--- config.mk ---
export PLATFORM = sky130hd
export DESIGN_NAME = eirt_dist
export DESIGN_NICKNAME = d
export VERILOG_FILES = /design/src/hdl/euclidean_interest_range_tracker_core_macros.svh /design/src/hdl/eirt_pkg.sv /design/src/hdl/eirt_dist.sv
export SDC_FILE = /design/constraint.sdc
export NUM_CORES = 2
export LEC_CHECK = 0
export ABC_AREA = 0
export BUFFER_PORTS_ARGS = -buffer_cell sky130_fd_sc_hd__buf_4
export CORE_MARGIN = 1.5
export CORE_UTILIZATION = 59
export CTS_CLUSTER_DIAMETER = 100
export CTS_CLUSTER_SIZE = 40
export DETAILED_ROUTE_END_ITERATION = 8
export GPL_ROUTABILITY_DRIVEN = 0
export GPL_TIMING_DRIVEN = 0
export HOLD_SLACK_MARGIN = 0.12
export PLACE_DENSITY = 0.77
export SYNTH_ARGS = -nofsm -noshare
export SYNTH_HDL_FRONTEND = slang
export SYNTH_SLANG_ARGS = --single-unit
--- constraint.sdc ---
create_clock -name clk -period 13.66 [get_ports clk]
set_input_delay 2.049 -clock clk [delete_from_list [all_inputs] [get_ports clk]]
set_output_delay 2.049 -clock clk [all_outputs]
set_load 0.01 [all_outputs]
--- src/hdl/euclidean_interest_range_tracker_core_macros.svh ---
// Assertion macros used by the tracker top level.
// No dependencies.
`ifndef EUCLIDEAN_INTEREST_RANGE_TRACKER_CORE_MACROS_SVH
`define EUCLIDEAN_INTEREST_RANGE_TRACKER_CORE_MACROS_SVH
// implication checked on every clock while out of reset
`define EIRT_ASSERT_IMP(lbl, clk, rst_n, ante, cons) \
	lbl: assert property (@(posedge clk) disable iff (!rst_n) (ante) |-> (cons)) \
	else $error("assertion failed");
// next-cycle implication
`define EIRT_ASSERT_NXT(lbl, clk, rst_n, ante, cons) \
	lbl: assert property (@(posedge clk) disable iff (!rst_n) (ante) |=> (cons)) \
	else $error("assertion failed");
`endif

--- src/hdl/eirt_pkg.sv ---
// Package for the interest range tracker: sizes, codes, cell bus type.
// No dependencies.
package eirt_pkg;
	localparam int TABLE_DEPTH = 32;
	localparam int COORD_BITS  = 16;
	localparam int ID_BITS     = 16;
	localparam int RAD_BITS    = 15;
	localparam int SLOT_BITS   = $clog2(TABLE_DEPTH);
	localparam int DIFF_BITS   = COORD_BITS + 1;
	localparam int SQ_BITS     = 2 * DIFF_BITS + 1;

	localparam logic [2:0] OP_ADD_PUB = 3'd0;
	localparam logic [2:0] OP_ADD_SUB = 3'd1;
	localparam logic [2:0] OP_REM_PUB = 3'd2;
	localparam logic [2:0] OP_REM_SUB = 3'd3;
	localparam logic [2:0] OP_MOV_PUB = 3'd4;
	localparam logic [2:0] OP_MOV_SUB = 3'd5;

	localparam logic [1:0] EV_ADD    = 2'd0;
	localparam logic [1:0] EV_REMOVE = 2'd1;
	localparam logic [1:0] EV_MOVE   = 2'd2;
	localparam logic [1:0] EV_DONE   = 2'd3;

	localparam logic [1:0] ST_OK       = 2'd0;
	localparam logic [1:0] ST_NOTFOUND = 2'd1;
	localparam logic [1:0] ST_FULL     = 2'd2;

	// command broadcast from the controller to every cell
	typedef struct packed {
		logic                  wr_pub;
		logic                  wr_sub;
		logic                  clr_pub;
		logic                  clr_sub;
		logic                  mov_pub;
		logic                  mov_sub;
		logic [SLOT_BITS-1:0]  slot;
		logic [ID_BITS-1:0]    id;
		logic [COORD_BITS-1:0] x;
		logic [COORD_BITS-1:0] y;
		logic [RAD_BITS-1:0]   r;
	} eirt_cmd_t;

	// entry handed from cell to cell during a scan
	typedef struct packed {
		logic                  pv;
		logic [ID_BITS-1:0]    pid;
		logic [COORD_BITS-1:0] px;
		logic [COORD_BITS-1:0] py;
		logic                  sv;
		logic [ID_BITS-1:0]    sid;
		logic [COORD_BITS-1:0] sx;
		logic [COORD_BITS-1:0] sy;
		logic [RAD_BITS-1:0]   sr;
	} eirt_ent_t;
endpackage

--- src/hdl/eirt_dist.sv ---
// Pipelined range test: three stages, absolute differences, square terms, then sum and compare.
// Depends on eirt_pkg.
module eirt_dist (
	input  logic                          clk,
	input  logic                          arst_n,
	input  logic                          en,
	input  logic signed [eirt_pkg::COORD_BITS-1:0] ax,
	input  logic signed [eirt_pkg::COORD_BITS-1:0] ay,
	input  logic signed [eirt_pkg::COORD_BITS-1:0] bx,
	input  logic signed [eirt_pkg::COORD_BITS-1:0] by,
	input  logic [eirt_pkg::RAD_BITS-1:0] r,
	input  logic                          ok_in,
	output logic                          hit
);
	import eirt_pkg::*;
	logic [DIFF_BITS-1:0] ux_s1, uy_s1;
	logic [RAD_BITS-1:0] r_s1;
	logic ok_s1, ok_s2;
	logic [2*DIFF_BITS-1:0] xx_s2, yy_s2;
	logic [2*RAD_BITS-1:0] rr_s2;
	logic signed [DIFF_BITS-1:0] dx, dy;
	logic [SQ_BITS-1:0] sum;

	assign dx = DIFF_BITS'(ax) - DIFF_BITS'(bx);
	assign dy = DIFF_BITS'(ay) - DIFF_BITS'(by);
	assign sum = SQ_BITS'(xx_s2) + SQ_BITS'(yy_s2);

	// whole pipeline holds while en is low
	always_ff @(posedge clk) begin
		if (en) begin
			ux_s1 <= dx[DIFF_BITS-1] ? DIFF_BITS'(-dx) : DIFF_BITS'(dx);
			uy_s1 <= dy[DIFF_BITS-1] ? DIFF_BITS'(-dy) : DIFF_BITS'(dy);
			r_s1  <= r;
			ok_s1 <= ok_in;
			xx_s2 <= ux_s1 * ux_s1;
			yy_s2 <= uy_s1 * uy_s1;
			rr_s2 <= r_s1 * r_s1;
			ok_s2 <= ok_s1;
			hit   <= ok_s2 && (sum <= SQ_BITS'(rr_s2));
		end
	end
	logic unused_rst;
	assign unused_rst = arst_n;
endmodule

==> results.tsv <==
stage	metric	value	unit
yosys	synth_seq_cells	147	
yosys	async_reset_ff_frac	0	
finish	regArea	0.00441	mm^2
route	wl	65700	um
timing	drv_slew	0	
finish	multiInputGateArea	0.0237	mm^2
clock_network	h-tree-depth	4	
finish	post-route-util	0.637	
clock_network	clockBufferDepth	2	
placed_design	place_inst	4088	
placed_design	dp_hpwl	54800	um
finish	final_cell_mix	inv_1, fa_1, ha_1	
clock_network	cts_sinks	147	
finish	final_nets	4429	
timing	max_slew.worst_pin.slew	0.736	ns
critical_path	crit_path_end_kind	flip-flop	
route	ant_nets	0	
die	die_h	234	um
die	die_area	0.0546	mm^2
flow_run	maxCapViolCount	0	
finish	drive_gt1_frac	0.0460	
clock_network	numCtsBuffers	17	
route	wl_per_cell	15.9	um
timing	timing.final.crit_share	0.530	
route	dr.pass1.iters	5	
yosys	synth.distinct_cells	77	
timing	finalHoldViolations	0	
critical_path	cp_max_fo	10	
grt	grt_pass1_wl	113000	um
finish	syn_to_final_growth	6.58	%
yosys	syn-num-nets	4327	
die	coreArea	0.0526	mm^2
yosys	synth_area	0.0314	mm^2
timing	fin_crit	7.24	ns
die	initial_utilization	0.598	
yosys	synth_ff_type	edfxtp_1	
clock_network	cts_tree	built	
timing	tns	0	ns
critical_path	cp_data_arrival_time	7.48	ns
placed_design	portBuffers	82	
timing	rsz0062_at_grt	false	
clock_network	cts_setup_buffers	0	
yosys	synth-edff-count	147	
finish	final_common_cell	inv_1	
yosys	postSynthAreaPerCell	9.47	um^2
critical_path	critPathKind	reg -> reg	
timing	holdWs	0.422	ns
timing	relSlewSlack	0.509	
yosys	ys.warnings.count	0	
grt	grt.total_usage	0.262	
critical_path	critPathRequiredTime	13.90	ns
route	routed_via_density	5.43	
route	initialDrtViolationCount	1191	
die	ios	84	
finish	antenna_cells_inserted	0	
timing	max_freq	138	MHz
route	num_vias	22400	
grt	antenna_found_initial	0	
timing	finClkSkew	0.0153	ns
timing	setup_viol	0	
die	num_rows	84	
yosys	synthCells	3317	
clock_network	cts_hold_buf	0	
yosys	ys_seq_area_frac	0.141	
clock_network	clkLatencyLatePin	0.49	ns
clock_network	cts_root_buf	clkbuf_16	
grt	grt_max_degree	78	
critical_path	critPathLaunchType	flip-flop	
finish	fin_cells	4120	
die	die_x	234	um
hold_path	min_path_type	reg -> reg	
finish	n_fill_cell	4374	
clock_network	cts.clk_slew.worst_paths	0.07	ns
grt	grt_pass1_vias	23600	
run_status	outcome	finished, final reports clean	
grt	grt_overflow	0	
route	drc	0	
clock_network	postCtsResizedCells	0	
final timing paths:
check	slack (ns)	cells past startpoint	to	startpoint
max	6.42	21	xx_s2[32]$_DFFE_PP_	ux_s1[7]$_DFFE_PP_
min	0.42	0	ok_s2$_DFFE_PP_	ok_s1$_DFFE_PP_
max reg2reg	6.42	21	xx_s2[32]$_DFFE_PP_	ux_s1[7]$_DFFE_PP_
min reg2reg	0.42	0	ok_s2$_DFFE_PP_	ok_s1$_DFFE_PP_
registers in the layout (all words and copies together) (netlist names):
| name | flops |
|---|---|
| rr_s2 | 29 |
| hit | 1 |
| uy_s1 | 17 |
| ok_s1 | 1 |
| r_s1 | 15 |
| xx_s2 | 33 |
| ux_s1 | 17 |
| yy_s2 | 33 |
| ok_s2 | 1 |
Yosys cell counts (19+ instances only):
cell      count  share of area
and2_1      158          0.031
nor3_1       27         0.0043
edfxtp_1    147           0.14
nand2_1     288          0.034
and3_1       22         0.0044
o21a_1       21         0.0050
ha_1        408           0.16
a21o_1       67          0.016
fa_1        519           0.33
a21oi_1     132          0.021
xnor2_1     127          0.035
or2_2        19         0.0038
xor2_1       52          0.014
nor2_1      102          0.012
o21ai_0      62         0.0099
inv_1       819          0.098
clkbuf_1     63         0.0075
nor2b_1      32         0.0064
nand3_1      25         0.0040
worst max-delay path, cell delays in order, from the launching register on:
cell,delay [ns]
edfxtp_1,0.68
clkbuf_1,0.52
nand2_1,0.16
fa_1,0.61
inv_1,0.08
fa_1,0.52
inv_1,0.06
fa_1,0.53
inv_1,0.05
fa_1,0.46
fa_1,0.49
inv_1,0.05
fa_1,0.49
inv_1,0.05
ha_1,0.34
and4_1,0.22
a221o_1,0.42
a2111oi_1,0.48
nor3_1,0.14
a41o_1,0.29
o41ai_2,0.24
xnor2_1,0.10
cell families after synthesis:
family	synth area share
compound gates	0.0931
xor+xnor	0.0499
fa+ha+maj	0.493
buf+inv	0.106
flops	0.141
mux	0.00271
simple gates	0.115
stage by stage:
step,instance area (um^2),worst slack [ns]
finish,33500,6.42
CTS,33500,6.48
floorplan,31400,7.35
global placement,32900,6.52
global route,33500,6.08
detailed placement,32900,6.49
layout make-up:
type / count / area share
clock inverter: 13 / 0.00377
buffer: 64 / 0.00740
tap: 688 / 0.0257
multi-input combinational: 2287 / 0.707
timing repair buffer: 83 / 0.0193
sequential: 147 / 0.132
inverter: 819 / 0.0918
clock buffer: 19 / 0.0129
routing by layer:
layer | GRT usage | routed length, um
met5 | 0 | 0
met4 | 0.0819 | 1560
met3 | 0.0385 | 3590
met2 | 0.454 | 32900
met1 | 0.341 | 27700
Power is not shown: default switching activity piles up to over one toggle a cycle in this logic, so the estimate is an artifact.
