[src/hdl/euclidean_interest_range_tracker_core_macros.svh]
// Assertion macros used by the tracker top level.
// No dependencies.
`ifndef EUCLIDEAN_INTEREST_RANGE_TRACKER_CORE_MACROS_SVH
`define EUCLIDEAN_INTEREST_RANGE_TRACKER_CORE_MACROS_SVH
// implication checked on every clock while out of reset
`define EIRT_ASSERT_IMP(lbl, clk, rst_n, ante, cons) \
	lbl: assert property (@(posedge clk) disable iff (!rst_n) (ante) |-> (cons)) \
	else $error("assertion failed");
// next-cycle implication
`define EIRT_ASSERT_NXT(lbl, clk, rst_n, ante, cons) \
	lbl: assert property (@(posedge clk) disable iff (!rst_n) (ante) |=> (cons)) \
	else $error("assertion failed");
`endif

[src/hdl/eirt_pkg.sv]
// Package for the interest range tracker: sizes, codes, cell bus type.
// No dependencies.
package eirt_pkg;
	localparam int TABLE_DEPTH = 32;
	localparam int COORD_BITS  = 16;
	localparam int ID_BITS     = 16;
	localparam int RAD_BITS    = 15;
	localparam int SLOT_BITS   = $clog2(TABLE_DEPTH);
	localparam int DIFF_BITS   = COORD_BITS + 1;
	localparam int SQ_BITS     = 2 * DIFF_BITS + 1;

	localparam logic [2:0] OP_ADD_PUB = 3'd0;
	localparam logic [2:0] OP_ADD_SUB = 3'd1;
	localparam logic [2:0] OP_REM_PUB = 3'd2;
	localparam logic [2:0] OP_REM_SUB = 3'd3;
	localparam logic [2:0] OP_MOV_PUB = 3'd4;
	localparam logic [2:0] OP_MOV_SUB = 3'd5;

	localparam logic [1:0] EV_ADD    = 2'd0;
	localparam logic [1:0] EV_REMOVE = 2'd1;
	localparam logic [1:0] EV_MOVE   = 2'd2;
	localparam logic [1:0] EV_DONE   = 2'd3;

	localparam logic [1:0] ST_OK       = 2'd0;
	localparam logic [1:0] ST_NOTFOUND = 2'd1;
	localparam logic [1:0] ST_FULL     = 2'd2;

	// command broadcast from the controller to every cell
	typedef struct packed {
		logic                  wr_pub;
		logic                  wr_sub;
		logic                  clr_pub;
		logic                  clr_sub;
		logic                  mov_pub;
		logic                  mov_sub;
		logic [SLOT_BITS-1:0]  slot;
		logic [ID_BITS-1:0]    id;
		logic [COORD_BITS-1:0] x;
		logic [COORD_BITS-1:0] y;
		logic [RAD_BITS-1:0]   r;
	} eirt_cmd_t;

	// entry handed from cell to cell during a scan
	typedef struct packed {
		logic                  pv;
		logic [ID_BITS-1:0]    pid;
		logic [COORD_BITS-1:0] px;
		logic [COORD_BITS-1:0] py;
		logic                  sv;
		logic [ID_BITS-1:0]    sid;
		logic [COORD_BITS-1:0] sx;
		logic [COORD_BITS-1:0] sy;
		logic [RAD_BITS-1:0]   sr;
	} eirt_ent_t;
endpackage

[src/hdl/eirt_cell.sv]
// One table slot: holds a publisher and a subscriber entry, rotates them
// along the ring during a scan. Depends on eirt_pkg.
module eirt_cell (
	input  logic                clk,
	input  logic                arst_n,
	input  logic                rot,
	input  logic                sel,
	input  eirt_pkg::eirt_cmd_t cmd,
	input  eirt_pkg::eirt_ent_t prev,
	output eirt_pkg::eirt_ent_t ent
);
	import eirt_pkg::*;
	eirt_ent_t e_q;
	assign ent = e_q;

	always_ff @(posedge clk or negedge arst_n) begin
		if (!arst_n) begin
			e_q.pv <= 1'b0;
			e_q.sv <= 1'b0;
		end else if (rot) begin
			e_q <= prev;
		end else if (sel) begin
			if (cmd.wr_pub) begin
				e_q.pv <= 1'b1; e_q.pid <= cmd.id; e_q.px <= cmd.x; e_q.py <= cmd.y;
			end
			if (cmd.mov_pub) begin
				e_q.px <= cmd.x; e_q.py <= cmd.y;
			end
			if (cmd.clr_pub) e_q.pv <= 1'b0;
			if (cmd.wr_sub) begin
				e_q.sv <= 1'b1; e_q.sid <= cmd.id;
				e_q.sx <= cmd.x; e_q.sy <= cmd.y; e_q.sr <= cmd.r;
			end
			if (cmd.mov_sub) begin
				e_q.sx <= cmd.x; e_q.sy <= cmd.y; e_q.sr <= cmd.r;
			end
			if (cmd.clr_sub) e_q.sv <= 1'b0;
		end
	end
endmodule

[config.mk]
export PLATFORM = sky130hd
export DESIGN_NAME = eirt_cell
export DESIGN_NICKNAME = d
export VERILOG_FILES = /design/src/hdl/euclidean_interest_range_tracker_core_macros.svh /design/src/hdl/eirt_pkg.sv /design/src/hdl/eirt_cell.sv
export SDC_FILE = /design/constraint.sdc
export NUM_CORES = 1
export LEC_CHECK = 0
export ABC_AREA = 1
export BUFFER_PORTS_ARGS = -buffer_cell sky130_fd_sc_hd__buf_2
export CORE_AREA = 4 4 116 118
export DETAILED_ROUTE_END_ITERATION = 6
export DIE_AREA = 0 0 120 122
export GPL_TIMING_DRIVEN = 0
export PLACE_DENSITY = 0.75
export SKIP_LAST_GASP = 1
export SYNTH_ARGS = -nofsm -noshare
export SYNTH_HDL_FRONTEND = slang
export SYNTH_SLANG_ARGS = --single-unit
export TNS_END_PERCENT = 5
[constraint.sdc]
create_clock -name clk -period 1.15 [get_ports clk]
set_input_delay 0.23 -clock clk [delete_from_list [all_inputs] [get_ports clk]]
set_output_delay 0.23 -clock clk [all_outputs]
set_load 0.005 [all_outputs]
==> flow_metrics.tcl <==
set metrics [dict create \
    viasPerCell 4.49 \
    hold_viol 0 \
    worstPathMaxFanout 16 \
    min_period_ns 1.25 \
    synthToLayoutAreaGrowth_pct 53.1 \
    grt_pass1_wl_um 22500 \
    synth_top_area_share_pct 71.1 \
    avgRoutedWirePerCell_um 15.8 \
    io_pins 304 \
    yosysSeqAreaShare_pct 72.1 \
    syn_nets 634 \
    worst_hold_slack_ns 0.0818 \
    layout-drive-gt1-share_pct 45.7 \
    final.setup.worst_slack_ns -0.0985 \
    synth_common_cells "289 x nand2_1, 111 x edfxtp_1, 10 x buf_2" \
    ant_nets 0 \
    cp_slowest_cell "a21oi_4" \
    dpl.hpwl_um 11400 \
    grt_pass1_vias 4325 \
    setup_viol 41 \
    cp.required_ns 1.19 \
    cts-root-buf "clkbuf_16" \
    maxCapViolCount 0 \
    drtIter0Drc 322 \
    netlist_area_um2 4690 \
    finalMaxSlewViolations 0 \
    holdPathStages 3 \
    numClockSinks 113 \
    synthMuxAreaShare_pct 0 \
    ys_ff_latch 113 \
    core-area_um2 12500 \
    status "finished, violations left" \
    holdPathEnd "ent[2]" \
    synth_cells 443 \
    crit_top_cell "buf_8" \
    synth_async_sr_flop_share_pct 1.77 \
    max_clock_freq_ghz 0.801 \
    total_power_w 0.0119 \
    yosys.cell_count.top_type "nand2_1" \
    track_usage_pct 20.6 \
    dieArea_um2 14600 \
    worstSetupPathType "in -> reg" \
    fp-row-count 41 \
    grt_setup_unrepaired "yes" \
    grt_max_degree 29 \
    endpoint_kind "flop" \
    largest_reg_flops 113 \
    insertion_delay_ns 0.40 \
    peakVddDrop_v 0.000818 \
    clockBufferDepth 2 \
    gp_congestion 0.851 \
    yosysTopAreaCell "edfxtp_1" \
    slowest_delay_ns 0.52 \
    initial_core_util_pct 37.6 \
    nets 959 \
    yosys.area_share.simple_pct 23.7 \
    fin_worst_skew_ns 0 \
    p_leak_nw 3.62 \
    r2r_setup_slack_ns 0.53 \
    synthAdderAreaFrac_pct 0 \
    synth_edf_count 111 \
    fillers 1133 \
    htreeDepth 4 \
    p_per_area_nw_per_um2 1660 \
    critPathLaunchType "input port" \
    clkTransAtPathRegs_ns 0.05 \
    vias 4282 \
    synthXorXnorAreaFrac_pct 0 \
    totalWireLength_um 15100 \
    synth-compound-area-share_pct 0.747 \
    worst_pin_slew_ns 0.671 \
    synth_top_family_by_area "simple AND/OR/NAND/NOR gates" \
    synth.area.top_cells "edfxtp_1 71%, nand2_1 23%, buf_2 1.1%" \
    worstPathCellList "buf_2 > buf_8 > buf_8 > nor2_1 > a21oi_4" \
    failed_checks "setup timing" \
    timing.final.crit_share_pct 109 \
    multiInputGateArea_um2 1220 \
    drt_pass1_iterations 4 \
    r2r-start "ent[112]" \
    place_ws_ns -0.937 \
    yosys_most_used_dff "edfxtp_1" \
    antenna_found_initial 0 \
    cts_tree "yes" \
    r2r-end "ent[112]" \
    grt-ovfl-total 0 \
    dieHeight_um 122 \
    maxSlewHeadroom_pct 55.2 \
    seqCellArea_um2 3380 \
    hp-start "cmd[2]" \
    die_x_um 120 \
    crit_arrival_ns 1.28 \
    portBuffers 298 \
    worst-r2r-cell-count 2 \
    netlist-cell-type-count 12 \
    ys_warn_count 0 \
    hold_class "in -> reg" \
    cts-buffers-inserted 17 \
    finalSetupTns_ns -2.56 \
    utilization_pct 57.6 \
    syn_avg_cell_area_um2 10.6 \
    drc 0 \
]
## power breakdown
group          switching (W)  internal [W]  total (W)
clock network        0.00176       0.00357    0.00532
registers          0.0000972       0.00501    0.00511
logic               0.000782      0.000680    0.00146
total                0.00263       0.00926     0.0119
## logic make-up after synthesis
kind of cell	Yosys count
simple gates	295
flops	113
compound gates	7
buf+inv	28
## per-stage QoR
step | instance area [um2] | cells
global route | 7180 | 953
finish | 7180 | 954
global placement | 6450 | 913
CTS | 7170 | 952
floorplan | 4740 | 443
detailed placement | 6490 | 915
## cell type report
type	count	area share, %
clock inverter	14	2.37
sequential	113	47.1
tap	172	3.00
timing repair buffer	304	22.1
inverter	8	0.418
antenna	1	0.0349
buffer	20	2.00
clock buffer	18	5.98
multi-input combinational	304	17.0
## what timing repair did
| item | 4_1_cts | 5_1_grt |
|---|---|---|
| resized for setup | 2 | 0 |
| hold buffers | 1 | 0 |
| pin swaps | 1 | 0 |
| buffers inserted | 2 | 1 |
| cloned | 2 | 0 |
| endpoints found under the hold margin | 2 | 0 |
| endpoints found under the setup margin | 152 | 175 |
## critical path: cells and delay by family
| family | cells | cell delay [ns] |
|---|---|---|
| AO/OA/AOI/OAI | 1 | 0.52 |
| buffers and inverters | 3 | 0.40 |
| AND/OR/NAND/NOR | 1 | 0.11 |
## cell usage in the layout, fill, tap and decap left out, drive strengths merged
| master | n |
|---|---|
| nor2 | 4 |
| edfxtp | 111 |
| nand2 | 289 |
| clkinvlp | 2 |
| bufinv | 4 |
| buf | 322 |
| nand3 | 2 |
| a21oi | 8 |
| diode | 1 |
| clkinv | 8 |
| clkbuf | 19 |
| o21ai | 1 |
| inv | 8 |
| dfrtp | 2 |
| dlygate4sd3 | 1 |
## how the worst max path moves through the flow
stage	from	end	slack, ns	cells past startpoint
final	rot	ent[90]	-0.1	5
after floorplan	rot	ent[0]	-0.58	4
after detailed placement	rot	ent[64]	-0.94	5
after CTS	rot	ent[1]	-0.17	6
after global placement	rot	ent[109]	-1.21	5
after global routing	rot	ent[90]	-0.19	5
## layer usage
layer / vias to the layer above / part of all wire, % / routed length (um) / GRT usage, %
li1: 2104 / - / - / -
met1: 1911 / 35 / 5230 / 21.3
met2: 242 / 52 / 7820 / 37.1
met3: 25 / 11 / 1680 / 8.82
met4: 0 / 2.2 / 333 / 7.80
met5: - / 0 / 0 / 0
Note: power is estimated with default switching activity, not from simulation.
